<file path="config.mk">
export PLATFORM = sky130hd
export DESIGN_NAME = rsr_ctrl
export DESIGN_NICKNAME = d
export VERILOG_FILES = /design/src/rsr_pkg.sv /design/src/rsr_ctrl.sv
export SDC_FILE = /design/constraint.sdc
export NUM_CORES = 1
export LEC_CHECK = 0
export BUFFER_PORTS_ARGS = -buffer_cell sky130_fd_sc_hd__buf_2
export CAP_MARGIN = 20
export CORE_MARGIN = 2
export CORE_UTILIZATION = 44
export DETAILED_ROUTE_END_ITERATION = 10
export PLACE_DENSITY = 0.83
export SLEW_MARGIN = 10
export SYNTH_ARGS = -nofsm -noshare
export SYNTH_HDL_FRONTEND = slang
export SYNTH_SLANG_ARGS = --single-unit
</file>
<file path="constraint.sdc">
create_clock -name clk -period 1.6 [get_ports clk]
set_input_delay 0.32 -clock clk [delete_from_list [all_inputs] [get_ports clk]]
set_output_delay 0.32 -clock clk [all_outputs]
set_load 0.05 [all_outputs]
</file>
<file path="src/rsr_pkg.sv">
// Shared constants and controller/datapath interface types for the resampler.
`default_nettype none
package rsr_pkg;

  localparam int MAX_WORLDS = 32;
  localparam int IDX_W      = $clog2(MAX_WORLDS);
  localparam int CNT_W      = $clog2(MAX_WORLDS + 1);
  localparam int VAL_W      = 32;
  // Sum of MAX_WORLDS values of VAL_W bits
  localparam int SUM_W      = VAL_W + CNT_W;

  localparam logic [1:0] REG_WORLD_COUNT = 2'd0;
  localparam logic [1:0] REG_ROULETTE    = 2'd1;
  localparam logic [1:0] REG_SPLIT       = 2'd2;

  // Commands from the controller to the datapath
  typedef struct packed {
    logic load;
    logic sum_acc;
    logic cls_eval;
    logic smp_rd;
    logic smp_mul;
    logic smp_hi;
    logic walk_rd;
    logic walk_cmp;
    logic asg_init;
    logic asg_step;
    logic out_rd;
    logic out_mul;
    logic out_hi;
    logic div_step;
    logic emit;
  } rsr_cmd_t;

  // Status from the datapath to the controller
  typedef struct packed {
    logic last_load;
    logic idx_end;
    logic np_zero;
    logic walk_end;
    logic smp_end;
    logic asg_done;
    logic need_div;
    logic div_done;
  } rsr_status_t;

endpackage
`default_nettype wire

</file>
<file path="src/rsr_ctrl.sv">
// Controller state machine sequencing load, sum, classify, sample, assign and output.
`default_nettype none
module rsr_ctrl (
  input  wire logic                 clk,
  input  wire logic                 rst_n,
  input  wire logic                 start,
  output logic                      busy,
  input  wire rsr_pkg::rsr_status_t st,
  output rsr_pkg::rsr_cmd_t         cmd
);
  import rsr_pkg::*;

  typedef enum logic [4:0] {
    S_IDLE, S_SUM_RD, S_SUM_ACC, S_CLS_RD, S_CLS_EVAL, S_SMP_CHK,
    S_SMP_RD, S_SMP_MUL, S_SMP_HI, S_WALK_RD, S_WALK_CMP,
    S_ASG_INIT, S_ASG, S_OUT_RD, S_OUT_MUL, S_OUT_HI, S_DIV, S_EMIT
  } state_t;

  state_t state_r, state_nxt;

  assign busy = (state_r != S_IDLE);

  // Next state and command decode
  always_comb begin
    state_nxt = state_r;
    cmd       = '0;
    unique case (state_r)
      S_IDLE: begin
        if (start) begin
          cmd.load = 1'b1;
          if (st.last_load) state_nxt = S_SUM_RD;
        end
      end
      S_SUM_RD:  state_nxt = S_SUM_ACC;
      S_SUM_ACC: begin
        cmd.sum_acc = 1'b1;
        state_nxt   = st.idx_end ? S_CLS_RD : S_SUM_RD;
      end
      S_CLS_RD:  state_nxt = S_CLS_EVAL;
      S_CLS_EVAL: begin
        cmd.cls_eval = 1'b1;
        state_nxt    = st.idx_end ? S_SMP_CHK : S_CLS_RD;
      end
      S_SMP_CHK: state_nxt = st.np_zero ? S_ASG_INIT : S_SMP_RD;
      S_SMP_RD: begin
        cmd.smp_rd = 1'b1;
        state_nxt  = S_SMP_MUL;
      end
      S_SMP_MUL: begin
        cmd.smp_mul = 1'b1;
        state_nxt   = S_SMP_HI;
      end
      S_SMP_HI: begin
        cmd.smp_hi = 1'b1;
        state_nxt  = S_WALK_RD;
      end
      S_WALK_RD: begin
        cmd.walk_rd = 1'b1;
        state_nxt   = S_WALK_CMP;
      end
      S_WALK_CMP: begin
        cmd.walk_cmp = 1'b1;
        if (st.walk_end) begin
          state_nxt = st.smp_end ? S_ASG_INIT : S_SMP_RD;
        end else begin
          state_nxt = S_WALK_RD;
        end
      end
      S_ASG_INIT: begin
        cmd.asg_init = 1'b1;
        state_nxt    = S_ASG;
      end
      S_ASG: begin
        cmd.asg_step = 1'b1;
        if (st.asg_done) state_nxt = S_OUT_RD;
      end
      S_OUT_RD: begin
        cmd.out_rd = 1'b1;
        state_nxt  = S_OUT_MUL;
      end
      S_OUT_MUL: begin
        cmd.out_mul = 1'b1;
        state_nxt   = st.need_div ? S_OUT_HI : S_EMIT;
      end
      S_OUT_HI: begin
        cmd.out_hi = 1'b1;
        state_nxt  = S_DIV;
      end
      S_DIV: begin
        cmd.div_step = 1'b1;
        if (st.div_done) state_nxt = S_EMIT;
      end
      S_EMIT: begin
        cmd.emit  = 1'b1;
        state_nxt = st.idx_end ? S_IDLE : S_OUT_RD;
      end
      default: state_nxt = S_IDLE;
    endcase
  end

  // Hold state
  always_ff @(posedge clk) begin
    if (!rst_n) begin
      state_r <= S_IDLE;
    end else begin
      state_r <= state_nxt;
    end
  end

endmodule
`default_nettype wire

</file>
==> metrics.csv <==
stage,metric,value,unit
floorplan,die width,40.2,µm
timing,final setup violation count,14,
timing,RSZ-0062 raised after global routing,true,
floorplan,io pins,27,
timing,period utilization,106,%
yosys,Syn Nets,91,
placement,dpl cells,128,
grt,grt ovf,0,
clock_network,worst-skew pair later-pin latency,0.25,ns
placement,Post-DP Area,831,µm²
detailed_routing,Starting DRT DRC Count,43,
detailed_routing,via count,873,
timing,skew final,0.00771,ns
run,max-cap violations,0,
grt,vias in the first global route,727,
grt,initial antenna violation count,0,
power_and_ir_drop,PwrDens,1230,mW/mm²
clock_network,CTS tree,done,
timing,final number of hold-violating endpoints,0,
layout,"most common cell after layout, fill and taps aside",buf_4,
floorplan,Die Height,40.2,µm
yosys,Ys Warns,0,
grt,largest net degree at the start of global routing,12,
floorplan,placeable core area,0.00127,mm²
placement,HPWL Detailed,1.43,mm
detailed_routing,DRT antenna net count,0,
layout,Largest Register,state_r,
clock_network,Num CTS Buffers,3,
detailed_routing,DRC,0,
worst_setup_path,Startpoint Class,register,
layout,final cell count without fillers,136,
power_and_ir_drop,LEAKAGE,0.497,nW
placement,IO buf count,26,
clock_network,Worst-path clk slew,0.05,ns
clock_network,clk root buf,clkbuf_4,
grt,gr usage total,33.4,%
power_and_ir_drop,Total Power,1.37,mW
detailed_routing,routed wire length,2.84,mm
floorplan,die footprint,0.00162,mm²
timing,Max Clk Rate,0.588,GHz
layout,Synth-to-Final Area Change,92.9,%
yosys,#FFs+latches synth,5,
layout,biggest registers after layout,state_r: 5 flops,
detailed_routing,WL per Instance,20.9,µm
worst_setup_path,critical path class,register to output port,
run_status,failing checks,negative setup slack,
layout,"Design Area, Final",0.00111,mm²
worst_setup_path,crit path max fanout,6,
worst_setup_path,"Data arrival, critical path",1.38,ns
worst_setup_path,WP data required,1.28,ns
yosys,synthesized netlist cell count,80,
yosys,mapped cell area,578,µm²
floorplan,num rows,13,
layout,final-stage net count,133,
run_status,status,"finished, violations left",
min_path,Hold Path Class,input pin to register,
timing,Max Slew Vio Count,0,
worst_setup_path,Critical Path End Type,output port,
placement,Routability Congestion,0.956,
timing,post-route worst setup slack,-0.100,ns
clock_network,H-tree Lvls,1,
power_and_ir_drop,Max IR drop VDD,892,µV
layout,most frequent cells in the layout,"buf_4 (15), buf_2 (12), buf_6 (11)",
grt,first-pass GRT wire length,3.48,mm
yosys,Netlist cell types,40,
clock_network,CTS max path bufs,2,
yosys,post-synthesis sequential area ratio,17.3,%
timing,Tightest Pin Transition,0.517,ns
clock_network,# clock sinks,5,
worst_setup_path,reg2reg setup slack,-0.02,ns
yosys,Avg Inst Size Synth,7.23,µm²
layout,antenna fix cells,0,
detailed_routing,Initial DRT Pass Iterations,4,
floorplan,Starting Density,45.6,%
timing,max_slew headroom,65.2,%
layout,layout cells sized above 1,66.1,%
detailed_routing,vias per cell,6.42,
layout,max reg flops,5,
timing,minimum clock period,1.70,ns
Yosys cell counts:
library cell | instances | area, µm²
nor2_1 | 14 | 52.6
dfxtp_1 | 5 | 100
nand2_1 | 5 | 18.8
nor3_1 | 5 | 25.0
and3_1 | 3 | 18.8
buf_4 | 3 | 22.5
inv_1 | 3 | 11.3
nand2b_1 | 3 | 18.8
nor2b_1 | 3 | 18.8
a31oi_1 | 2 | 12.5
inv_2 | 2 | 7.51
nor4_1 | 2 | 12.5
o21ai_0 | 2 | 10.0
o31a_1 | 2 | 17.5
a211oi_1 | 1 | 7.51
a21o_1 | 1 | 7.51
a21oi_1 | 1 | 5.00
a21oi_2 | 1 | 8.76
a2bb2oi_1 | 1 | 8.76
a32o_1 | 1 | 10.0
a32oi_1 | 1 | 8.76
and2b_1 | 1 | 7.51
buf_2 | 1 | 5.00
buf_6 | 1 | 11.3
clkbuf_1 | 1 | 3.75
nand3b_4 | 1 | 20.0
nor3b_1 | 1 | 7.51
nor3b_2 | 1 | 12.5
nor4b_1 | 1 | 8.76
o2111ai_1 | 1 | 8.76
o211ai_1 | 1 | 7.51
o21a_1 | 1 | 7.51
o311a_1 | 1 | 10.0
o31ai_1 | 1 | 7.51
o32ai_2 | 1 | 16.3
o41a_1 | 1 | 11.3
or2b_1 | 1 | 7.51
or3_1 | 1 | 6.26
or3b_1 | 1 | 8.76
or4_1 | 1 | 7.51
logic make-up (layout without fill, tap and decap cells):
kind of cell,after synthesis,count (layout),share of synthesized area [%]
simple gates,44,44,43.5
buf+inv,11,52,10.6
compound gates,20,20,28.6
flops,5,5,17.3
area by class of cell:
cell class / count / area, µm²
multi-input combinational: 64 / 563
timing repair buffer: 43 / 372
fill: 58 / 154
sequential: 5 / 116
clock buffer: 4 / 26.3
inverter: 5 / 18.8
tap: 15 / 18.8
metal layers:
| layer | global-route usage, % | vias to the layer above | wire [µm] |
|---|---|---|---|
| li1 | - | 376 | - |
| met1 | 36.5 | 394 | 957 |
| met2 | 60.5 | 91 | 1440 |
| met3 | 8.89 | 12 | 364 |
| met4 | 13.3 | 0 | 86 |
| met5 | 0 | - | 0 |
where the power goes:
group | internal (mW) | leakage, nW | switching [mW]
Combinational | 0.389 | 0.438 | 0.594
Sequential | 0.169 | 0.0442 | 0.0754
Clock | 0.0944 | 0.0150 | 0.0533
Total | 0.652 | 0.497 | 0.723
timing repair:
item	CTS	global route
pin swaps	1	6
hold buffers	0	0
gates resized for setup	55	13
setup buffers	2	2
endpoints found under the setup margin	16	15
worst max-delay path: stages (launching register included):
cell and delay, ns:
dfxtp_4 0.37, or3b_4 0.44, nor3_4 0.14, buf_6 0.18
through the flow:
stage	setup slack [ns]	hold WS [ns]	setup TNS [ns]	utilization, %
CTS	-0.0738	0.334	-0.234	82.1
floorplan	-0.228	0.438	-0.831	-
finish	-0.100	0.351	-0.685	87.9
global placement	0.0159	0.598	0	65.5
global route	-0.117	0.351	-1.00	87.9
detailed placement	-0.0224	0.603	-0.0463	65.5
worst paths after layout:
path                                                end                    start  cells after the start
worst max register to register  state_r[0]$_SDFFE_PN0P_  state_r[4]$_SDFFE_PN0P_                      6
worst min-delay path            state_r[2]$_SDFFE_PN0P_                    rst_n                      2
worst min register to register  state_r[1]$_SDFFE_PN0P_  state_r[4]$_SDFFE_PN0P_                      3
worst max-delay path                             cmd[9]  state_r[3]$_SDFFE_PN0P_                      3
No activity file was read; power rests on OpenSTA's default activity.
